==> src/hdl/b64lw_pkg.sv <==
// package for the base64 line-wrap encoder
// holds the queue word type, character constants and the alphabet lookup
`timescale 1ns / 1ps

package b64lw_pkg;

    // configuration register indexes
    localparam logic REG_LINE_LIMIT = 1'b0;
    localparam logic REG_EOL_MODE   = 1'b1;

    // reset values of the configuration registers
    localparam logic [7:0] LINE_LIMIT_RESET = 8'd76;
    localparam logic       EOL_MODE_RESET   = 1'b1;

    // special characters
    localparam logic [7:0] PAD_CHAR = 8'h3D;
    localparam logic [7:0] CR_CHAR  = 8'h0D;
    localparam logic [7:0] LF_CHAR  = 8'h0A;

    // most characters one byte can cause
    localparam int MAX_CHARS = 8;

    // one queue word: all characters caused by one byte
    typedef struct packed {
        logic [MAX_CHARS-1:0][7:0] chars;
        logic [3:0]                count;
        logic                      fin;
    } job_t;

    // queue status seen by the back end
    typedef struct packed {
        logic full;
        logic head_valid;
    } q_stat_t;

    // six-bit value to base64 symbol
    function automatic logic [7:0] b64_sym(input logic [5:0] v);
        logic [7:0] w;
        logic [7:0] r;
        begin
            w = {2'b00, v};
            if (v < 6'd26)
                r = 8'h41 + w;
            else if (v < 6'd52)
                r = 8'h61 + w - 8'd26;
            else if (v < 6'd62)
                r = 8'h30 + w - 8'd52;
            else if (v == 6'd62)
                r = 8'h2B;
            else
                r = 8'h2F;
            return r;
        end
    endfunction

endpackage

==> src/hdl/base64_line_wrap_encoder.sv <==
// base64 encoder with line wrapping: one byte in, base64 text out a character at a time
// the first character of a word passes through a queue entry and then the output register
// throughput: one character per cycle unless the output stalls; a byte that completes or ends
// a group gives four to eight characters, a held byte gives none
// the two-entry queue lets bytes enter while earlier characters drain
// reset (rst_n low, asynchronous): line limit 76, CR LF line ends, group and line cleared
`timescale 1ns / 1ps

module base64_line_wrap_encoder
    import b64lw_pkg::*;
(
    input  logic       clk,
    input  logic       rst_n,
    input  logic       in_valid,
    output logic       in_stall,
    input  logic [7:0] data_byte,
    input  logic       final_byte,
    output logic       out_valid,
    input  logic       out_stall,
    output logic [7:0] out_char,
    output logic       run_last,
    output logic       message_end,
    input  logic       cfg_wr_en,
    input  logic       cfg_index,
    input  logic [7:0] cfg_data
);

    q_stat_t q_stat;
    logic    push;
    logic    pop;
    job_t    push_job;
    job_t    head_job;

    // byte intake and grouping
    b64lw_front u_front (
        .clk        (clk),
        .rst_n      (rst_n),
        .in_valid   (in_valid),
        .in_stall   (in_stall),
        .data_byte  (data_byte),
        .final_byte (final_byte),
        .cfg_wr_en  (cfg_wr_en),
        .cfg_index  (cfg_index),
        .cfg_data   (cfg_data),
        .q_stat     (q_stat),
        .push       (push),
        .push_job   (push_job)
    );

    // word queue
    b64lw_queue u_queue (
        .clk      (clk),
        .rst_n    (rst_n),
        .push     (push),
        .push_job (push_job),
        .pop      (pop),
        .head_job (head_job),
        .q_stat   (q_stat)
    );

    // character output
    b64lw_back u_back (
        .clk         (clk),
        .rst_n       (rst_n),
        .head_job    (head_job),
        .q_stat      (q_stat),
        .pop         (pop),
        .out_valid   (out_valid),
        .out_stall   (out_stall),
        .out_char    (out_char),
        .run_last    (run_last),
        .message_end (message_end)
    );

    // no write into a full queue
    a_no_push_full: assert property (@(posedge clk) disable iff (!rst_n)
        push |-> !q_stat.full)
        else $error("push into full queue");

    // a word leaves the queue only when one is there
    a_pop_valid: assert property (@(posedge clk) disable iff (!rst_n)
        pop |-> q_stat.head_valid)
        else $error("pop from empty queue");

    // message end only on the last character of a word
    a_end_is_last: assert property (@(posedge clk) disable iff (!rst_n)
        (out_valid && message_end) |-> run_last)
        else $error("message end without run end");

    // a pop loads a character into the output register
    a_pop_loads: assert property (@(posedge clk) disable iff (!rst_n)
        pop |=> (out_valid && run_last))
        else $error("pop without a last character");

endmodule

==> src/hdl/b64lw_front.sv <==
// front end: accepts bytes, holds the partial group and line count,
// and builds one queue word per byte that causes output; uses b64lw_pkg
`timescale 1ns / 1ps

module b64lw_front
    import b64lw_pkg::*;
(
    input  logic       clk,
    input  logic       rst_n,
    input  logic       in_valid,
    output logic       in_stall,
    input  logic [7:0] data_byte,
    input  logic       final_byte,
    input  logic       cfg_wr_en,
    input  logic       cfg_index,
    input  logic [7:0] cfg_data,
    input  q_stat_t    q_stat,
    output logic       push,
    output job_t       push_job
);

    logic [7:0]  line_limit_reg;
    logic        eol_mode_reg;
    logic [15:0] pending_reg, pending_next;
    logic [1:0]  fill_reg, fill_next;
    logic [7:0]  line_count_reg, line_count_next;

    logic       accept;
    logic       full_group;
    logic [7:0] c1, c2;
    logic [7:0] lc_sum;
    logic [7:0] thr;
    logic       wrap;
    logic [1:0] eol_len;
    logic [1:0] eol_cnt;

    assign in_stall = q_stat.full;
    assign accept   = in_valid & ~q_stat.full;

    assign c1         = pending_reg[15:8];
    assign c2         = pending_reg[7:0];
    assign full_group = (fill_reg >= 2'd2);
    assign lc_sum     = line_count_reg + 8'd4;
    assign thr        = (line_limit_reg > 8'd3) ? line_limit_reg - 8'd3 : 8'd0;
    assign wrap       = full_group & (lc_sum >= thr);

    // configuration registers
    always_ff @(posedge clk or negedge rst_n)
    begin
        if (!rst_n)
        begin
            line_limit_reg <= LINE_LIMIT_RESET;
            eol_mode_reg   <= EOL_MODE_RESET;
        end
        else if (cfg_wr_en)
        begin
            case (cfg_index)
                REG_LINE_LIMIT: line_limit_reg <= cfg_data;
                REG_EOL_MODE:   eol_mode_reg   <= cfg_data[0];
                default:        ;
            endcase
        end
    end

    // queue word: four group characters, then wrap and closing line ends
    always_comb
    begin
        push_job = '0;
        if (full_group)
        begin
            push_job.chars[0] = b64_sym(c1[7:2]);
            push_job.chars[1] = b64_sym({c1[1:0], c2[7:4]});
            push_job.chars[2] = b64_sym({c2[3:0], data_byte[7:6]});
            push_job.chars[3] = b64_sym(data_byte[5:0]);
        end
        else if (fill_reg == 2'd0)
        begin
            push_job.chars[0] = b64_sym(data_byte[7:2]);
            push_job.chars[1] = b64_sym({data_byte[1:0], 4'b0000});
            push_job.chars[2] = PAD_CHAR;
            push_job.chars[3] = PAD_CHAR;
        end
        else
        begin
            push_job.chars[0] = b64_sym(c1[7:2]);
            push_job.chars[1] = b64_sym({c1[1:0], data_byte[7:4]});
            push_job.chars[2] = b64_sym({data_byte[3:0], 2'b00});
            push_job.chars[3] = PAD_CHAR;
        end
        // both line ends are the same sequence, so the tail is a repeat
        push_job.chars[4] = eol_mode_reg ? CR_CHAR : LF_CHAR;
        push_job.chars[5] = LF_CHAR;
        push_job.chars[6] = CR_CHAR;
        push_job.chars[7] = LF_CHAR;
        eol_len = eol_mode_reg ? 2'd2 : 2'd1;
        eol_cnt = {1'b0, wrap} + {1'b0, final_byte};
        push_job.count = 4'd4 + ({2'b00, eol_cnt} * {2'b00, eol_len});
        push_job.fin   = final_byte;
    end

    assign push = accept & (full_group | final_byte);

    // group and line state
    always_comb
    begin
        pending_next    = pending_reg;
        fill_next       = fill_reg;
        line_count_next = line_count_reg;
        if (accept)
        begin
            if (final_byte)
            begin
                pending_next    = '0;
                fill_next       = '0;
                line_count_next = '0;
            end
            else if (full_group)
            begin
                pending_next    = '0;
                fill_next       = '0;
                line_count_next = wrap ? 8'd0 : lc_sum;
            end
            else
            begin
                if (fill_reg == 2'd0)
                    pending_next = {data_byte, 8'h00};
                else
                    pending_next = {c1, data_byte};
                fill_next = fill_reg + 2'd1;
            end
        end
    end

    always_ff @(posedge clk or negedge rst_n)
    begin
        if (!rst_n)
        begin
            pending_reg    <= '0;
            fill_reg       <= '0;
            line_count_reg <= '0;
        end
        else
        begin
            pending_reg    <= pending_next;
            fill_reg       <= fill_next;
            line_count_reg <= line_count_next;
        end
    end

endmodule

==> src/hdl/b64lw_queue.sv <==
// two-entry queue of words between front and back end
// uses job_t and q_stat_t from b64lw_pkg
`timescale 1ns / 1ps

module b64lw_queue
    import b64lw_pkg::*;
(
    input  logic    clk,
    input  logic    rst_n,
    input  logic    push,
    input  job_t    push_job,
    input  logic    pop,
    output job_t    head_job,
    output q_stat_t q_stat
);

    job_t       entry_reg [2];
    logic       wr_ptr_reg, wr_ptr_next;
    logic       rd_ptr_reg, rd_ptr_next;
    logic [1:0] cnt_reg, cnt_next;

    assign q_stat.full       = (cnt_reg == 2'd2);
    assign q_stat.head_valid = (cnt_reg != 2'd0);
    assign head_job          = entry_reg[rd_ptr_reg];

    // pointers and fill
    always_comb
    begin
        wr_ptr_next = wr_ptr_reg ^ push;
        rd_ptr_next = rd_ptr_reg ^ pop;
        cnt_next    = cnt_reg + {1'b0, push} - {1'b0, pop};
    end

    always_ff @(posedge clk or negedge rst_n)
    begin
        if (!rst_n)
        begin
            wr_ptr_reg <= 1'b0;
            rd_ptr_reg <= 1'b0;
            cnt_reg    <= 2'd0;
        end
        else
        begin
            wr_ptr_reg <= wr_ptr_next;
            rd_ptr_reg <= rd_ptr_next;
            cnt_reg    <= cnt_next;
        end
    end

    // storage
    always_ff @(posedge clk)
    begin
        if (push)
            entry_reg[wr_ptr_reg] <= push_job;
    end

endmodule

==> src/hdl/b64lw_back.sv <==
// back end: steps through the head word one character per cycle, unless the output stalls,
// into the output register; uses job_t and q_stat_t from b64lw_pkg
`timescale 1ns / 1ps

module b64lw_back
    import b64lw_pkg::*;
(
    input  logic       clk,
    input  logic       rst_n,
    input  job_t       head_job,
    input  q_stat_t    q_stat,
    output logic       pop,
    output logic       out_valid,
    input  logic       out_stall,
    output logic [7:0] out_char,
    output logic       run_last,
    output logic       message_end
);

    logic [2:0] idx_reg, idx_next;
    logic       out_valid_reg, out_valid_next;
    logic [7:0] out_char_reg;
    logic       run_last_reg;
    logic       message_end_reg;

    logic       load;
    logic       last;
    logic [3:0] last_idx;

    assign load     = q_stat.head_valid & (~out_valid_reg | ~out_stall);
    assign last_idx = head_job.count - 4'd1;
    assign last     = ({1'b0, idx_reg} == last_idx);
    assign pop      = load & last;

    // character index and output valid
    always_comb
    begin
        idx_next       = idx_reg;
        out_valid_next = out_valid_reg;
        if (load)
        begin
            idx_next       = last ? 3'd0 : idx_reg + 3'd1;
            out_valid_next = 1'b1;
        end
        else if (!out_stall)
        begin
            out_valid_next = 1'b0;
        end
    end

    always_ff @(posedge clk or negedge rst_n)
    begin
        if (!rst_n)
        begin
            idx_reg       <= 3'd0;
            out_valid_reg <= 1'b0;
        end
        else
        begin
            idx_reg       <= idx_next;
            out_valid_reg <= out_valid_next;
        end
    end

    // output word
    always_ff @(posedge clk)
    begin
        if (load)
        begin
            out_char_reg    <= head_job.chars[idx_reg];
            run_last_reg    <= last;
            message_end_reg <= last & head_job.fin;
        end
    end

    assign out_valid   = out_valid_reg;
    assign out_char    = out_char_reg;
    assign run_last    = run_last_reg;
    assign message_end = message_end_reg;

endmodule

==> config.mk <==
export PLATFORM = sky130hd
export DESIGN_NAME = base64_line_wrap_encoder
export DESIGN_NICKNAME = d
export VERILOG_FILES = /design/src/hdl/b64lw_pkg.sv /design/src/hdl/base64_line_wrap_encoder.sv /design/src/hdl/b64lw_front.sv /design/src/hdl/b64lw_queue.sv /design/src/hdl/b64lw_back.sv
export SDC_FILE = /design/constraint.sdc
export NUM_CORES = 1
export LEC_CHECK = 0
export BUFFER_PORTS_ARGS = -buffer_cell sky130_fd_sc_hd__clkbuf_2
export CORE_MARGIN = 1
export CORE_UTILIZATION = 45
export DETAILED_ROUTE_END_ITERATION = 7
export GPL_ROUTABILITY_DRIVEN = 0
export SETUP_SLACK_MARGIN = 0.1
export SLEW_MARGIN = 20
export SYNTH_ARGS = -nofsm -noshare
export SYNTH_HDL_FRONTEND = slang
export SYNTH_SLANG_ARGS = --single-unit
==> constraint.sdc <==
create_clock -name clk -period 3.5 [get_ports clk]
set_clock_uncertainty 0.15 [all_clocks]
set_input_delay 0.7 -clock clk [delete_from_list [all_inputs] [get_ports clk]]
set_output_delay 0.7 -clock clk [all_outputs]
set_load 0.005 [all_outputs]
Word-level counts from Yosys, hierarchy flattened --
Memories as Yosys holds them, arrays and structs flattened. Cells that the tools add are included.
Word-level totals: flip-flop bits (word level) 53, memories 1, output and inout port bits 12, memory bits (read-only) 0, input port bits 23, word-level logic and storage cells 174, bits in latches 0, RAM bits 80
Cells by class: multipliers 1, equal/unequal tests 9, shift-type cells 0, bitwise operators 14, reduce and logical (&&, ||, !) cells 8, magnitude comparators 28, multiplexer cells 50, divide/modulo/power cells 0, add/sub/neg operators 49
Memory list:
- u_queue.entry_reg | words 2, width 40, read ports 1, clocked after memory_dff 0, wr ports 1, line b64lw_queue.sv:17 | job_t entry_reg [2];
Operators by type and width (count):
- 2-to-1 mux 8 bit | 29
- adder 7 x 6 -> 8 bit, first input constant | 16
- < comparator 6 bit, second input constant | 16
- subtractor 8 x 5 -> 8 bit, second input constant | 8
- subtractor 8 x 6 -> 8 bit, second input constant | 8
- adder 6 x 6 -> 7 bit, first input constant | 8
- < comparator 6 x 5 -> 1 bit, second input constant | 8
- 2-to-1 mux 16 bit | 3
- equality test 6 bit, second input constant | 6
- 2-to-1 mux 32 bit | 1
- binary-select mux 8 bit (select 3 bit) | 1
- 2-to-1 mux 24 bit | 1
- 2-to-1 mux 3 bit | 8
- adder 8 x 3 -> 8 bit, second input constant | 1
- >= comparator 8 bit | 1
- greater-than comparator 8 x 2 -> 1 bit, second input constant | 1
- AND reduction 2 bit | 4
- subtractor 8 x 2 -> 8 bit, second input constant | 1
- bitwise AND 1 bit | 6
- 2-to-1 mux 2 bit | 3
- adder 3 x 4 -> 4 bit, first input constant | 1
- equality test 3 x 4 -> 1 bit | 1
- < comparator 3 x 4 -> 1 bit, second input constant | 1
- multiplier 2 x 2 -> 4 bit | 1
- other kinds (16) | 25

Logic depth before layout (Yosys ltp) --
Gate-level depths: netlist (run 1).
depth in word-level cells 7, depth in mapped cells 14

Cells and area by module --
From an unflattened synthesis (run 1), not the netlist that was laid out.
Unflattened totals: cell total of the unflattened synthesis 901, area total of the unflattened synthesis 11168.2 µm²
By module, submodules not included:
- b64lw_queue | times used 1, area an instance 5541.6 µm², cells each 231, sequential area each 4244.1 µm²
- b64lw_front | times used 1, area an instance 4475.5 µm², cells each 602, sequential area each 830.8 µm²
- b64lw_back | times used 1, area an instance 1151.1 µm², cells each 68, sequential area each 400.4 µm²

Worst setup path after synthesis (run 1) --
No wires, ideal clock.
path kind register -> register, from reg u_front.line_limit_reg[5], to mem u_queue.entry_reg[0][3] (netlist bit) (data pin), slack 0.051 ns, path buffers 0, period minus slack after synthesis 3.449 ns, cell stages (with the launch flop) 14, required time 3.098 ns, data arrival time 3.047 ns, path through dfrtp_1 > or4_4 > or3_4 > nand2_1 > ha_1 > a221oi_1 > a221oi_2 > o21a_1 > ha_1 > and2_1 > ha_1 > inv_1 > ha_1 > inv_1
RTL lines:
- start: declaration | line b64lw_front.sv:22 | logic [7:0] line_limit_reg;
- start signal: assignment | line b64lw_front.sv:58 | REG_LINE_LIMIT: line_limit_reg <= cfg_data;
- end: declaration | line b64lw_queue.sv:17

==> results.md, run 1 <==
CTS:
- The maximum clock insertion buffer count is 2.
- At the later pin of the worst-skew pair, clock insertion delay measures 0.42 ns.
- The CTS tree is done.
- After clock tree synthesis, the clock-pin slew on the worst setup and hold paths is 0.06 ns.
- The total CTS buffers is 17.
- The depth of the CTS H-tree is 4.
- The root buffer cell is sky130_fd_sc_hd__clkbuf_16.
- The number of clock sinks is 129.

GRT:
- The initial antenna violation count came to 0.
- For this run, the total global-route usage over all layers was measured as 0.2195.
- The total congestion overflow after global routing is 0.
- The pin count of the biggest net entering global routing is 40.
- The wire length of the first global-routing pass is 33.06 mm.
- The number of global-route vias before repair is 6324.

Placed design:
- Summed over all nets, the half-perimeter wirelength after detailed placement is 14.63 mm.
- The placed instances occupy a cell area of 8832 µm².
- The count of buffers from port buffering is 34.

Run status:
- The run finished, with violations left.
- The final reports fail on DRC.

Timing:
- The tightest hold path in the finished design has a slack of 0.1236 ns.
- The number of pins with negative max-slew slack in the final report was 0.
- Headroom to the max-slew limit came out at 0.4452.
- Setup repair after global routing could not meet its margin everywhere.
- Of the available clock period, the critical path in the final layout requires 0.9924.
- The total negative slack is 0 ns.
- The maximum frequency from static timing analysis is 287.9 MHz.
- The number of endpoints with negative hold slack in the final report was 0.
- Setup violations remaining at the end of the flow were counted as 0.
- The smallest clock period supported by the final layout is computed as 3.473 ns.
- The transition time of the tightest slew-check pin is 0.8291 ns.

Power and ir drop:
- In this run the power density over the cells is 726.1 nW/µm².
- Power comes to 6.952 mW.
- The static leakage power is 3.712 nW.
- Across the VDD grid, the largest voltage drop is 0.3812 mV.

Layout:
- In the final layout, the share of cells above drive strength 1 is 0.1775.
- The post-route cell area is 9574 µm².
- The net count of the finished layout is 915.
- The final core utilization is 0.5294.
- The number of antenna repair diodes is 0.
- The flip-flop count of the largest register after layout is 78.
- The layout overhead on the synthesized area is 14.48%.

Worst setup path:
- The classification of the worst setup path is flop to flop.
- The element type at the critical path end is a flop.
- For the worst setup path, the data required time is 3.53 ns.
- The largest fanout on the critical path is 4.
- The arrival time at the worst endpoint is 3.50 ns.
- The category of the worst setup path launch point is a flop.

Route:
- The total number of vias is 6419.
- The final layout contains routed wiring with a total length of 20.33 mm.
- Dividing the detail-routed wire length by the instance count gives 18.93 µm.
- The number of search-and-repair iterations in the first detailed-routing pass is 8.
- The number of DRC markers after the initial detailed-route iteration is 483.
- Using the TritonRoute via totals, the vias-per-cell ratio works out to 5.977.
- After detailed routing, the number of remaining DRC violations is 2.
- In this run the remaining antenna-violating nets after routing total 0.

Synthesis:
- The number of flip-flops and latches in the synthesized netlist is 129.
- Synthesis produced a netlist whose cell count is 798.
- For this run, asynchronously set or reset flops after synthesis account for 0.3178.
- Yosys mapped the design onto 69 distinct sky130hd cell types.
- In this run the cell area of the synthesized design comes to 8363 µm².
- The Yosys step of the flow raised 0 warnings.
- Counting flops with a built-in enable in the synthesized netlist gives 88.
- Counting every net in the synthesized netlist gives 881.
- The sequential share of the synthesized area is 0.4393.
- For this run, the leading register cell type out of synthesis is sky130_fd_sc_hd__edfxtp_1.
- Each instance of the synthesized netlist takes up on average 10.48 µm².

Floorplan:
- Pin placement for this block handled 35 I/O pins.
- The area of the die is 19130 µm².
- The height of the die is 138.3 µm.
- The core region is 18090 µm².
- The initial core utilization is 0.4624.
- The initialized floorplan defines 49 standard-cell rows.
- The floorplan die width is 138.3 µm.

Run:
- The number of violations of the max-capacitance limit is 0.

Hold path:
- The path category of the worst min-delay check is input port to asynchronous set/reset pin.
## path summary, 6_finish.rpt
check	from	to	slack, ns	depth (start not counted)
min in group clk	u_back.out_valid	u_back.out_valid	0.35	2
min	rst_n	u_back.idx_reg[1]	0.12	1
max in group asynchronous	rst_n	u_front.line_limit_reg[3]	2.43	2
max reg2reg	u_front.line_limit_reg[5]	u_queue.entry_reg[1][3]	0.03	13
max	u_front.line_limit_reg[5]	u_queue.entry_reg[1][3]	0.03	13
min reg2reg	u_back.out_valid	u_back.out_valid	0.35	2
## metrics by stage
step | cells | setup WS (ns)
after detailed placement | 1038 | 0.01206
final | 1074 | 0.02675
after floorplan | 798 | 0.1205
after global routing | 1074 | -0.08012
after global placement | 1038 | 0.06627
after CTS | 1073 | 0.04782
## cell families (layout without fill, tap and decap cells)
group / after synthesis / count (layout) / synth area share
flip-flops: 129 / 129 / 0.4393
buffers and inverters: 98 / 145 / 0.04413
XOR/XNOR: 48 / 48 / 0.05027
adder cells (fa/ha/maj): 60 / 60 / 0.08977
AO/OA/AOI/OAI: 223 / 223 / 0.1842
AND/OR/NAND/NOR: 198 / 198 / 0.1164
multiplexers: 42 / 42 / 0.07600
## cell type report
cell class                 instances  area, µm²
fill                            1549       8512
tap                              229      286.5
sequential                       129       3674
timing repair buffer              63      387.9
inverter                          50      187.7
multi-input combinational        571       4427
clock buffer                      20      456.7
clock inverter                    12      155.1
## routing by layer
| metal | vias up | wire, µm | share of wire | global-route usage |
|---|---|---|---|---|
| met5 | - | 0 | 0 | 0 |
| met4 | 0 | 344 | 0.017 | 0.08102 |
| met3 | 25 | 1043 | 0.051 | 0.03776 |
| met2 | 211 | 9593 | 0.47 | 0.3505 |
| met1 | 3116 | 9347 | 0.46 | 0.3000 |
| li1 | 3067 | - | - | - |
## Yosys cell counts (9+ instances only)
library cell               instances  share of area
sky130_fd_sc_hd__edfxtp_1         88           0.32
sky130_fd_sc_hd__ha_1             60          0.090
sky130_fd_sc_hd__nand2_1          53          0.024
sky130_fd_sc_hd__inv_1            48          0.022
sky130_fd_sc_hd__o21ai_0          45          0.027
sky130_fd_sc_hd__a21oi_1          43          0.026
sky130_fd_sc_hd__clkbuf_1         43          0.019
sky130_fd_sc_hd__xnor2_1          38          0.040
sky130_fd_sc_hd__dfrtp_1          37           0.11
sky130_fd_sc_hd__nor2_1           35          0.016
sky130_fd_sc_hd__nand3_1          30          0.018
sky130_fd_sc_hd__nor3_1           23          0.014
sky130_fd_sc_hd__a22o_1           17          0.018
sky130_fd_sc_hd__mux4_2           16          0.043
sky130_fd_sc_hd__nor2b_1          15          0.011
sky130_fd_sc_hd__mux2i_1          14          0.017
sky130_fd_sc_hd__a211oi_1         13          0.012
sky130_fd_sc_hd__a21o_1           12          0.011
sky130_fd_sc_hd__mux2_2           12          0.016
sky130_fd_sc_hd__nand2b_1         12         0.0090
sky130_fd_sc_hd__xor2_1           10          0.010
sky130_fd_sc_hd__o31ai_1           9         0.0081
## timing repair
item | CTS | global route
resized for setup | 2 | 18
endpoints found under the setup margin | 4 | 6
hold buffers | 0 | 0
setup buffers | 3 | 1
pin swaps | 7 | 10
## worst max-delay path, cell delays in order (launching register included)
cell and delay (ns):
sky130_fd_sc_hd__dfrtp_1 0.37, sky130_fd_sc_hd__or4_4 0.57, sky130_fd_sc_hd__or3_4 0.38, sky130_fd_sc_hd__nand2_4 0.08, sky130_fd_sc_hd__ha_4 0.21, sky130_fd_sc_hd__a221oi_4 0.26
sky130_fd_sc_hd__a221oi_2 0.11, sky130_fd_sc_hd__o21a_1 0.22, sky130_fd_sc_hd__ha_1 0.29, sky130_fd_sc_hd__and2_4 0.14, sky130_fd_sc_hd__ha_4 0.12, sky130_fd_sc_hd__inv_2 0.04
sky130_fd_sc_hd__ha_4 0.25, sky130_fd_sc_hd__inv_2 0.03
## cell usage in the layout, fill, tap and decap left out, types with 9 or more instances in the layout
master	Yosys	layout
sky130_fd_sc_hd__mux2_2	12	11
sky130_fd_sc_hd__clkbuf_16	0	17
sky130_fd_sc_hd__ha_1	60	55
sky130_fd_sc_hd__a21o_1	12	12
sky130_fd_sc_hd__clkbuf_2	0	34
sky130_fd_sc_hd__a22o_1	17	17
sky130_fd_sc_hd__edfxtp_1	88	88
sky130_fd_sc_hd__mux4_2	16	16
sky130_fd_sc_hd__nand2_1	53	52
sky130_fd_sc_hd__dfrtp_1	37	37
sky130_fd_sc_hd__buf_4	0	29
sky130_fd_sc_hd__a21oi_1	43	43
sky130_fd_sc_hd__a211oi_1	13	13
sky130_fd_sc_hd__o31ai_1	9	9
sky130_fd_sc_hd__inv_1	48	46
sky130_fd_sc_hd__o21ai_0	45	44
sky130_fd_sc_hd__xnor2_1	38	38
sky130_fd_sc_hd__xor2_1	10	10
sky130_fd_sc_hd__nand3_1	30	30
sky130_fd_sc_hd__nor3_1	23	23
sky130_fd_sc_hd__nand2b_1	12	12
sky130_fd_sc_hd__nor2_1	35	34
sky130_fd_sc_hd__mux2i_1	14	14
sky130_fd_sc_hd__nor2b_1	15	14
## power by group
| part | switching [mW] | internal [mW] |
|---|---|---|
| Combinational | 1.50 | 1.12 |
| Sequential | 0.371 | 2.16 |
| Clock | 0.651 | 1.16 |
| Total | 2.52 | 4.43 |
Note: power is estimated with default switching activity, not from simulation.
==> inputs of run 2 (changes only) <==
Settings changed: SETUP_SLACK_MARGIN 0.1 to 0.02.
==> results.md, run 2 (synthesized netlist as in run 1, its figures left out) <==
Floorplan:
- The area of the die is 19130 µm² (unchanged).
- The cell row count is 49 (unchanged).
- The I/O pin count is 35 (unchanged).
- The initial core utilization is 0.4624 (unchanged).
- The height of the die is 138.3 µm (unchanged).
- The core box area came to 18090 µm² (unchanged).
- The floorplan die width came to 138.3 µm (unchanged).

Timing:
- The headroom to the max-slew limit was 0.4429 (-0.002349).
- The number of endpoints with negative hold slack in the final report is 0 (unchanged).
- Setup repair after global routing could not meet its margin everywhere.
- The transition time of the tightest slew-check pin came to 0.8326 ns (+0.003510 ns).
- The minimum clock period is 3.526 ns (+0.05257 ns).
- The smallest setup slack after layout was -0.02582 ns (-0.05257 ns).
- The number of pins with negative max-slew slack in the final report is 0 (unchanged).
- The share of the clock period used by the worst path after layout is 1.007 (+0.01502).
- The maximum frequency from static timing analysis is 283.6 MHz (-1.5%).
- The final setup violation count is 2 (+2).

Worst setup path:
- The arrival time at the worst endpoint was 3.55 ns (+0.05 ns).
- The worst setup path is launched from a flop.
- The count of buffering cells on the critical path with inverters included is 2 (unchanged).
- The worst-path cell with the longest stage delay is sky130_fd_sc_hd__or4_4.
- The largest fanout on the critical path is 3 (-1).
- The classification of the worst setup path is flop to flop.
- Walking the worst path, the cells encountered are or4_4 -> or3_4 -> nand2_4 -> ha_4 -> a221oi_4 -> a221oi_2 -> o21a_1 -> ha_4 -> and2_4 -> ha_4 -> inv_2 -> ha_4 -> inv_2.
- The largest stage delay on the critical path is 0.53 ns (-0.04 ns).
- The data required time of the critical path is 3.52 ns (about the same).
- The family with the most delay on the worst path is simple AND/OR/NAND/NOR gates.
- The element type at the critical path end is a flop.
- The cell that appears most often on the critical path is sky130_fd_sc_hd__ha_4.

GRT:
- The initial antenna violation count is 0 (unchanged).
- The pin count of the biggest net entering global routing came to 40 (unchanged).
- The number of global-route vias before repair is 6300 (-0.38%).
- The total congestion overflow after global routing is 0 (unchanged).
- The overall routing resource usage is 0.2208 (+0.001251).
- The wire length of the first global-routing pass came to 33.11 mm (+0.15%).

Run status:
- The flow ran to the end, but the final reports show violations.
- The final reports fail on DRC, setup timing.

Layout:
- The area growth from synthesis to layout is 14.86%.
- The most common library cell in the layout ignoring fill and taps is sky130_fd_sc_hd__edfxtp_1.
- The number of antenna repair diodes came to 0 (unchanged).
- The flip-flop count of the largest register after layout is 78 (unchanged).
- The final core utilization came to 0.5311 (+0.001730).
- The proportion of layout cells with a drive suffix above 1 is 0.1816 (+0.004089).
- Leaving out fill and tap cells, the most frequent cells in the layout are sky130_fd_sc_hd__edfxtp_1 (88), sky130_fd_sc_hd__ha_1 (54), sky130_fd_sc_hd__nand2_1 (50), sky130_fd_sc_hd__inv_1 (46), sky130_fd_sc_hd__o21ai_0 (44).
- The net total in the final layout is 918 (+0.33%).

Power and ir drop:
- The static leakage power is 3.711 nW (about the same).
- The power per standard cell area is 719.2 nW/µm² (-0.95%).
- The maximum vdd drop was 0.3742 mV (-1.8%).

Route:
- The final wirelength is 20.54 mm (+1.0%).
- The detailed-route wire length per cell came to 19.07 µm (+0.75%).
- The total number of vias is 6403 (-0.25%).
- The via count normalized by instance count came to 5.945 (-0.53%).
- The number of antenna-violating nets in the routed design is 0 (unchanged).
- The number of DRC markers after the initial detailed-route iteration is 452 (-6.4%).
- The DRC violation count after routing came to 2 (unchanged).
- The number of search-and-repair iterations in the first detailed-routing pass is 7 (-1).

Hold path:
- The path category of the worst min-delay check is input port to asynchronous set/reset pin.

Run:
- The number of violations of the max-capacitance limit is 0 (unchanged).

CTS:
- The number of clock sinks is 129 (unchanged).
- CTS placed an instance of sky130_fd_sc_hd__clkbuf_16 at the clock tree root.
- TritonCTS built the clock tree.
- The maximum clock insertion buffer count came to 2 (unchanged).
- The total CTS buffers is 17 (unchanged).
- The depth of the CTS H-tree is 4 (unchanged).
- The clock-pin transition on the worst setup and hold timing paths is 0.06 ns (about the same).
- The cts-stage hold buffer count was 0 (unchanged).
- The clock latency on the worst-skew pair is 0.41 ns (about the same).

Placed design:
- The count of buffers from port buffering is 34 (unchanged).
- The worst slack at placement is -0.09299 ns (-0.1051 ns).
- The estimated wirelength of the detail-placed design is 14.65 mm (+0.14%).
[run 2: cell type report]
type	count	area (µm²)
Timing Repair Buffer	66	414.1
Clock buffer	21	470.5
Multi-Input combinational cell	571	4444
Clock inverter	11	128.9
Fill cell	1515	8481
Sequential cell	129	3674
Inverter	50	187.7
Tap cell	229	286.5
[run 2: worst paths after layout]
path                                      startpoint                         to  slack [ns]  cells after the start
min in group clk                    u_back.out_valid           u_back.out_valid        0.35                      2
max reg2reg                u_front.line_limit_reg[5]    u_queue.entry_reg[0][3]       -0.03                     13
max in group asynchronous                      rst_n  u_front.line_limit_reg[3]        2.42                      2
min reg2reg                         u_back.out_valid           u_back.out_valid        0.35                      2
min                                            rst_n          u_back.idx_reg[1]        0.13                      1
max                        u_front.line_limit_reg[5]    u_queue.entry_reg[0][3]       -0.03                     13
[run 2: per-stage QoR]
stage / instances / setup TNS, ns / hold WS, ns / instance area [µm²] / power [mW]
floorplan: 798 / 0 / 0.2544 / 8363 / 4.282
global placement: 1042 / 0 / 0.3335 / 8856 / 4.959
detailed placement: 1042 / -0.3209 / 0.3274 / 8856 / 5.049
CTS: 1077 / 0 / 0.1428 / 9524 / 6.897
global route: 1077 / -0.3846 / 0.1754 / 9605 / 7.332
finish: 1077 / -0.05150 / 0.1342 / 9605 / 6.908
[run 2: power by group]
part / internal [mW] / switching, mW / total, mW / leakage, nW
sequential: 2.16 / 0.366 / 2.52 / 1.30
combinational: 1.11 / 1.50 / 2.61 / 2.13
clock: 1.11 / 0.664 / 1.77 / 0.284
total: 4.38 / 2.53 / 6.91 / 3.71
[run 2: metal layers]
layer | up-vias | track usage | part of all wire
li1 | 3065 | - | -
met1 | 3128 | 0.3011 | 0.47
met2 | 173 | 0.3492 | 0.46
met3 | 37 | 0.03776 | 0.044
met4 | 0 | 0.09048 | 0.027
met5 | - | 0 | 0
[run 2: worst register-to-register path, cell delays in order, from the launching register on]
cell	delay, ns
sky130_fd_sc_hd__dfrtp_1	0.38
sky130_fd_sc_hd__or4_4	0.53
sky130_fd_sc_hd__or3_4	0.43
sky130_fd_sc_hd__nand2_4	0.08
sky130_fd_sc_hd__ha_4	0.21
sky130_fd_sc_hd__a221oi_4	0.27
sky130_fd_sc_hd__a221oi_2	0.12
sky130_fd_sc_hd__o21a_1	0.24
sky130_fd_sc_hd__ha_4	0.28
sky130_fd_sc_hd__and2_4	0.14
sky130_fd_sc_hd__ha_4	0.12
sky130_fd_sc_hd__inv_2	0.04
sky130_fd_sc_hd__ha_4	0.25
sky130_fd_sc_hd__inv_2	0.03
[run 2: what timing repair did]
item,in CTS,in global routing
setup endpoints to repair,6,4
buffers inserted,3,0
pin swaps,7,10
resized for setup,9,14
